===== config.mk =====
export PLATFORM = sky130hd
export DESIGN_NAME = rtcm3_frame_checker_core
export DESIGN_NICKNAME = d
export VERILOG_FILES = /design/src/sv/rtcm3fc_pkg.sv /design/src/sv/rtcm3fc_tracker.sv /design/src/sv/rtcm3_frame_checker_core.sv
export SDC_FILE = /design/constraint.sdc
export NUM_CORES = 1
export LEC_CHECK = 0
export ABC_CLOCK_PERIOD_IN_PS = 3990
export BUFFER_PORTS_ARGS = -buffer_cell sky130_fd_sc_hd__buf_2
export CELL_PAD_IN_SITES_DETAIL_PLACEMENT = 1
export CELL_PAD_IN_SITES_GLOBAL_PLACEMENT = 1
export CORE_MARGIN = 5
export CORE_UTILIZATION = 25
export CTS_CLUSTER_DIAMETER = 200
export DETAILED_ROUTE_END_ITERATION = 10
export GPL_TIMING_DRIVEN = 0
export PLACE_DENSITY = 0.55
export RECOVER_POWER = 100
export SYNTH_ARGS = -nofsm -noshare
export SYNTH_HDL_FRONTEND = slang
export SYNTH_HIERARCHICAL = 1
export SYNTH_SLANG_ARGS = --single-unit

===== constraint.sdc =====
create_clock -name clk_i -period 3.99 [get_ports clk_i]
set_clock_uncertainty 0.1 [all_clocks]
set_input_delay 0.798 -clock clk_i [delete_from_list [all_inputs] [get_ports clk_i]]
set_output_delay 0.798 -clock clk_i [all_outputs]
set_load 0.01 [all_outputs]

===== src/sv/rtcm3fc_pkg.sv =====
// shared types, constants and the crc-24q byte update for the rtcm3 frame checker
package rtcm3fc_pkg;

  localparam int unsigned MaxFrameBytes = 1029;
  localparam int unsigned CountW        = 11;
  localparam logic [CountW-1:0] CountSat = CountW'(MaxFrameBytes + 1);
  localparam logic [CountW-1:0] CountMax = CountW'(MaxFrameBytes);
  localparam logic [CountW-1:0] MinFrame = CountW'(8);

  localparam logic [23:0] CrcPoly      = 24'h864CFB;
  localparam logic [7:0]  Preamble     = 8'hD3;
  localparam logic [7:0]  ReservedMask = 8'hFC;

  localparam logic [2:0] STATUS_OK       = 3'd0;
  localparam logic [2:0] STATUS_SHORT    = 3'd1;
  localparam logic [2:0] STATUS_LONG     = 3'd2;
  localparam logic [2:0] STATUS_PREAMBLE = 3'd3;
  localparam logic [2:0] STATUS_RESERVED = 3'd4;
  localparam logic [2:0] STATUS_LEN      = 3'd5;
  localparam logic [2:0] STATUS_CRC      = 3'd6;

  typedef struct packed {
    logic [7:0] data_byte;
    logic       last_byte;
  } in_item_t;

  typedef struct packed {
    logic              frame_ok;
    logic [2:0]        status;
    logic [11:0]       type_code;
    logic [CountW-1:0] byte_total;
  } out_item_t;

  // one byte through crc-24q, msb first, unrolled over the eight bits
  function automatic logic [23:0] crc24q_byte(input logic [23:0] crc, input logic [7:0] b);
    logic [23:0] c;
    logic        top;
    c = crc ^ {b, 16'h0000};
    for (int i = 0; i < 8; i++) begin
      top = c[23];
      c   = {c[22:0], 1'b0};
      if (top) begin
        c = c ^ CrcPoly;
      end
    end
    return c;
  endfunction

endpackage


===== src/sv/rtcm3fc_tracker.sv =====
// per-frame state: byte count, header capture, delayed crc and the final verdict
module rtcm3fc_tracker
  import rtcm3fc_pkg::*;
(
  input  logic      clk_i,
  input  logic      rst_ni,
  input  logic      step_i,
  input  in_item_t  item_i,
  output out_item_t verdict_o
);

  logic [CountW-1:0] count_q, count_d;
  logic [23:0]       crc_q, crc_d;
  logic [23:0]       window_q, window_d;
  logic [1:0]        hdr_q, hdr_d;
  logic [9:0]        plen_q, plen_d;
  logic [11:0]       mtype_q, mtype_d;
  logic [2:0]        status;
  logic [CountW-1:0] plen_plus;

  always_comb begin
    hdr_d   = hdr_q;
    plen_d  = plen_q;
    mtype_d = mtype_q;
    case (count_q)
      CountW'(0): if (item_i.data_byte == Preamble) hdr_d[0] = 1'b1;
      CountW'(1): begin
        if ((item_i.data_byte & ReservedMask) == 8'h00) hdr_d[1] = 1'b1;
        plen_d[9:8] = item_i.data_byte[1:0];
      end
      CountW'(2): plen_d[7:0] = item_i.data_byte;
      CountW'(3): mtype_d[11:4] = item_i.data_byte;
      CountW'(4): mtype_d[3:0] = item_i.data_byte[7:4];
      default: ;
    endcase

    // bytes reach the crc only after three bytes of delay
    crc_d    = (count_q >= CountW'(3)) ? crc24q_byte(crc_q, window_q[23:16]) : crc_q;
    window_d = {window_q[15:0], item_i.data_byte};
    count_d  = (count_q < CountSat) ? count_q + CountW'(1) : count_q;

    plen_plus = CountW'(plen_d) + CountW'(6);
    if (count_d < MinFrame)        status = STATUS_SHORT;
    else if (count_d > CountMax)   status = STATUS_LONG;
    else if (!hdr_d[0])            status = STATUS_PREAMBLE;
    else if (!hdr_d[1])            status = STATUS_RESERVED;
    else if (count_d != plen_plus) status = STATUS_LEN;
    else if (window_d != crc_d)    status = STATUS_CRC;
    else                           status = STATUS_OK;

    verdict_o.frame_ok   = (status == STATUS_OK);
    verdict_o.status     = status;
    verdict_o.type_code  = (count_d < MinFrame) ? 12'h000 : mtype_d;
    verdict_o.byte_total = count_d;
  end

  always_ff @(posedge clk_i or negedge rst_ni) begin
    if (!rst_ni) begin
      count_q  <= '0;
      crc_q    <= '0;
      window_q <= '0;
      hdr_q    <= '0;
      plen_q   <= '0;
      mtype_q  <= '0;
    end else if (step_i) begin
      if (item_i.last_byte) begin
        count_q  <= '0;
        crc_q    <= '0;
        window_q <= '0;
        hdr_q    <= '0;
        plen_q   <= '0;
        mtype_q  <= '0;
      end else begin
        count_q  <= count_d;
        crc_q    <= crc_d;
        window_q <= window_d;
        hdr_q    <= hdr_d;
        plen_q   <= plen_d;
        mtype_q  <= mtype_d;
      end
    end
  end

endmodule


===== src/sv/rtcm3_frame_checker_core.sv =====
// top level of the rtcm3 frame checker: input register, frame tracker, result register
//
// channel  dir  handshake              payload
// in       in   in_valid_i/in_stall_o  in_item_i   (one frame byte, last flag)
// out      out  out_valid_o/out_stall_i out_item_o (verdict of one frame)
//
// one byte per clock unless a last byte is held back; a byte goes from the
// input register through the crc and header logic into the tracker state, and
// the verdict of a frame is registered in the result register as its last byte
// leaves the input register. all control state clears on reset. a waiting
// verdict only holds back the input when the byte in the input register is itself a last byte.
module rtcm3_frame_checker_core
  import rtcm3fc_pkg::*;
(
  input  logic      clk_i,
  input  logic      rst_ni,
  input  logic      in_valid_i,
  output logic      in_stall_o,
  input  in_item_t  in_item_i,
  output logic      out_valid_o,
  input  logic      out_stall_i,
  output out_item_t out_item_o
);

  logic      in_valid_q;
  in_item_t  in_item_q;
  logic      out_valid_q;
  out_item_t out_item_q;
  out_item_t verdict;
  logic      step;
  logic      in_take;

  // a non-final item never needs the result register
  assign step    = in_valid_q && (!in_item_q.last_byte || !out_valid_q || !out_stall_i);
  assign in_take = in_valid_i && !in_stall_o;
  assign in_stall_o = in_valid_q && !step;

  rtcm3fc_tracker u_tracker (
    .clk_i     (clk_i),
    .rst_ni    (rst_ni),
    .step_i    (step),
    .item_i    (in_item_q),
    .verdict_o (verdict)
  );

  always_ff @(posedge clk_i or negedge rst_ni) begin
    if (!rst_ni) begin
      in_valid_q  <= 1'b0;
      out_valid_q <= 1'b0;
    end else begin
      if (in_take) begin
        in_valid_q <= 1'b1;
      end else if (step) begin
        in_valid_q <= 1'b0;
      end
      if (step && in_item_q.last_byte) begin
        out_valid_q <= 1'b1;
      end else if (!out_stall_i) begin
        out_valid_q <= 1'b0;
      end
    end
  end

  always_ff @(posedge clk_i) begin
    if (in_take) begin
      in_item_q <= in_item_i;
    end
    if (step && in_item_q.last_byte) begin
      out_item_q <= verdict;
    end
  end

  assign out_valid_o = out_valid_q;
  assign out_item_o  = out_item_q;

endmodule


==> impl_metrics.json <==
{
  "synth_top_cell_by_area": "sky130_fd_sc_hd__dfrtp_1",
  "post-route-drc-count": 0,
  "net_count_reported_at_finish": 776,
  "synthesis.nets": 713,
  "tritoncts": "yes",
  "crit_path_start_kind": "register",
  "hold-worst-slack_ns": 0.395,
  "number_of_antenna_violating_nets_in_the_routed_design": 0,
  "final_cell_area_sq_um": 8660,
  "power_leakage_nw": 3.60,
  "worst_r2r_endpoint": "out_item_o[26]",
  "regToRegStartpoint": "u_tracker/count_q[7]",
  "clk_latency_ns": 0.43,
  "ios": 42,
  "yosys_warnings": 6,
  "drt-vias-per-instance": 4.93,
  "slew_headroom_pct": -81.2,
  "cp_slowest_cell": "sky130_fd_sc_hd__or4_1",
  "num_rows": 62,
  "port_buf_inserts": 41,
  "antenna_found_initial": 0,
  "worst-r2r-cell-count": 11,
  "power_w": 0.00582,
  "vias": 5691,
  "max_freq_ghz": 0.266,
  "synth_ff_type": "sky130_fd_sc_hd__dfrtp_1",
  "vias_in_the_first_global_route": 6098,
  "ctsLongestPathBuffers": 2,
  "clock_pin_slew_worst_setup_and_hold_paths_ns": 0.07,
  "avgSynthCellArea_sq_um": 10.5,
  "crit_path_cell_trace": "buf_2 -> or3_1 -> clkbuf_1 -> o31ai_2 -> nor3b_4 -> xnor2_1 -> inv_1 -> or4_1 -> o21a_1 -> or3_1 -> and2b_1",
  "drive_gt1_share_pct": 10.9,
  "min_delay_worst_endpoint": "u_tracker/mtype_q[6]",
  "wl_per_cell_um": 20.7,
  "most-common-layout-cells": "sky130_fd_sc_hd__dfrtp_1 (85), sky130_fd_sc_hd__clkbuf_1 (64), sky130_fd_sc_hd__nand2_1 (62)",
  "cp_depth": 11,
  "detailed_place.area_sq_um": 8050,
  "dieWidth_um": 181,
  "tightestPinTransition_ns": 2.72,
  "final-setup-viol-count": 0,
  "distinct_cell_type_count_of_the_synthesized_netlist": 73,
  "timing.hold.worst_path_depth": 1,
  "cts_num_sinks": 121,
  "endpoint_kind": "register",
  "core_sq_um": 28800,
  "layout_worst_path_cycle_share_pct": 94.3,
  "finalWirelength_um": 24000,
  "wire_length_of_the_first_global_routing_pass_um": 37800,
  "critical_path_buf_inv_count": 3,
  "place_hpwl_um": 17400,
  "drt_iter0_drc": 391,
  "synth.yosys.seq_area_share_pct": 43.8,
  "multiInputGateArea_sq_um": 3860,
  "irDropWorstVdd_mv": 0.277,
  "place_congestion": 0.806,
  "drt-pass1-iter-count": 5,
  "ys_top_cells_by_area": "sky130_fd_sc_hd__dfrtp_1 (29%), sky130_fd_sc_hd__edfxtp_1 (15%), sky130_fd_sc_hd__xnor2_1 (5.5%), sky130_fd_sc_hd__xnor3_1 (4.6%), sky130_fd_sc_hd__xor2_1 (3.5%)",
  "dieArea_sq_um": 32800,
  "cp_max_fo": 9,
  "total_area_of_sequential_cells_sq_um": 3210,
  "power.density_cell_area_nw_per_um2": 672,
  "failed_checks": "max-capacitance violations, max-slew violations",
  "timing.critical_path.from": "u_tracker/count_q[7]",
  "groute.usage.overall_pct": 14.7,
  "max-cap-violations": 2,
  "synth_top_area_share_pct": 29.0,
  "non_filler_instance_count_after_layout": 1155,
  "clock_tree.root_cell": "sky130_fd_sc_hd__clkbuf_16",
  "path_class": "register to register",
  "layout.core_utilization_pct": 30.1,
  "num-fill-cells": 3252,
  "holdBufCountCts": 0,
  "final_max_slew_viol_count": 67,
  "grt_max_degree": 48,
  "critical_path.max_stage_delay_ns": 0.58,
  "family_with_the_most_delay_on_the_worst_path": "simple AND/OR/NAND/NOR gates",
  "cp_data_arrival_time_ns": 3.97,
  "yosys_register_bits": 121,
  "layout_commonest_cell": "sky130_fd_sc_hd__dfrtp_1",
  "syn_area_sq_um": 7320,
  "required_time_at_the_worst_slack_endpoint_ns": 4.20,
  "syn-instance-count": 695,
  "proportion_of_register_bits_with_asynchronous_set_or_reset_after_synthesis_pct": 70.2,
  "status": "finished with violations",
  "regToRegSetupSlack_ns": 0.23,
  "hold_path_startpoint": "u_tracker/mtype_q[6]",
  "insertedDiodeCount": 0,
  "critPathMostFrequentCell": "sky130_fd_sc_hd__or3_1",
  "h-tree-depth": 4,
  "min-delay-path-class": "register to register",
  "die_h_um": 181,
  "hold_violations": 0,
  "initial_utilization_pct": 25.4,
  "grt-ovfl-total": 0,
  "post_synthesis_to_final_layout_area_growth_pct": 18.3,
  "dp_cells": 1121,
  "number_of_enable_type_register_cells_in_the_synthesized_netlist": 36,
  "numCtsBuffers": 17,
  "finalWorstPathRequiredPeriod_ns": 3.76
}
==> worst max path at each step <==
stage | to
finish | out_item_o[26]
global route | out_item_o[13]
CTS | out_item_o[25]
detailed placement | out_item_o[25]
global placement | out_item_o[17]
floorplan | out_item_o[25]
==> report_power, final <==
group          switching (W)  internal, W  leakage [nW]
registers           0.000199      0.00146          1.50
logic                0.00138      0.00118          1.80
clock network       0.000674     0.000923         0.300
==> flip-flops by register name, summed over array words and instances, names as in the netlist <==
name and count:
u_tracker/crc_q 24, u_tracker/window_q 24, u_tracker/hdr_q 2, u_tracker/plen_q 10
in_item_q 9, u_tracker/count_q 11, u_tracker/mtype_q 12, out_valid_o 1
in_valid_q 1, out_item_o 27
==> final cells by class <==
cell class	count	area share [%]
flip-flops and latches	121	37.0
multi-input cells	498	44.6
clock buffers	18	5.20
repair buffers	44	2.34
plain buffers	41	2.04
clock inverters	14	1.72
well taps	384	5.55
inverters	35	1.52
==> cell families (layout without fill, tap and decap cells) <==
logic type	Yosys count	after routing	share of synthesized area, %
DFF	121	121	43.8
AOI/OAI and AO/OA	183	183	17.3
muxes	21	21	2.90
adders and majority gates	5	5	0.854
xor gates and xnor gates	106	106	17.9
and+or+nand+nor	183	183	13.1
buffers and inverters	76	152	4.17
==> per-stage QoR <==
step | setup TNS (ns) | worst slack [ns]
after floorplan | 0 | 0.541
after CTS | 0 | 0.0378
final | 0 | 0.229
after global routing | -0.00972 | -0.00972
after global placement | -1.23 | -0.119
after detailed placement | -1.19 | -0.184
==> cell usage after synthesis (4+ instances only) <==
cell type and count:
sky130_fd_sc_hd__nand3_1 10, sky130_fd_sc_hd__a22oi_1 4, sky130_fd_sc_hd__buf_1 4, sky130_fd_sc_hd__nand4_1 7, sky130_fd_sc_hd__a211oi_1 5, sky130_fd_sc_hd__o21ai_0 49, sky130_fd_sc_hd__o2111ai_1 4, sky130_fd_sc_hd__mux2i_1 19
sky130_fd_sc_hd__xnor3_1 15, sky130_fd_sc_hd__nor3_1 8, sky130_fd_sc_hd__nor2_1 35, sky130_fd_sc_hd__edfxtp_1 36, sky130_fd_sc_hd__o211ai_1 6, sky130_fd_sc_hd__buf_2 4, sky130_fd_sc_hd__nor4_1 8, sky130_fd_sc_hd__a31oi_1 11
sky130_fd_sc_hd__and2_1 4, sky130_fd_sc_hd__dfrtp_1 85, sky130_fd_sc_hd__clkbuf_1 31, sky130_fd_sc_hd__ha_1 5, sky130_fd_sc_hd__a21oi_1 21, sky130_fd_sc_hd__xnor2_1 46, sky130_fd_sc_hd__inv_1 33, sky130_fd_sc_hd__a22o_1 16
sky130_fd_sc_hd__nand3b_1 16, sky130_fd_sc_hd__nand2_1 62, sky130_fd_sc_hd__xor2_1 29, sky130_fd_sc_hd__o2bb2ai_1 19, sky130_fd_sc_hd__a21boi_0 8, sky130_fd_sc_hd__or3_1 6, sky130_fd_sc_hd__xnor2_2 10, sky130_fd_sc_hd__nand2b_1 5
sky130_fd_sc_hd__o31ai_1 12, sky130_fd_sc_hd__o22ai_1 5
==> layer usage <==
layer  vias up  wire length (um)  global-route usage [%]
li1       2655                 -                       -
met3        19               692                    2.39
met1      2905             11900                    21.0
met2       112             11100                    23.3
met4         0               299                    3.75
met5         -                 0                       0
==> what timing repair did <==
action	4_1_cts	5_1_grt
setup buffers	1	1
setup endpoints to repair	12	12
gates resized for setup	6	7
pin swaps	1	2
hold endpoints to repair	0	0
Note: power is estimated with default switching activity, not from simulation.
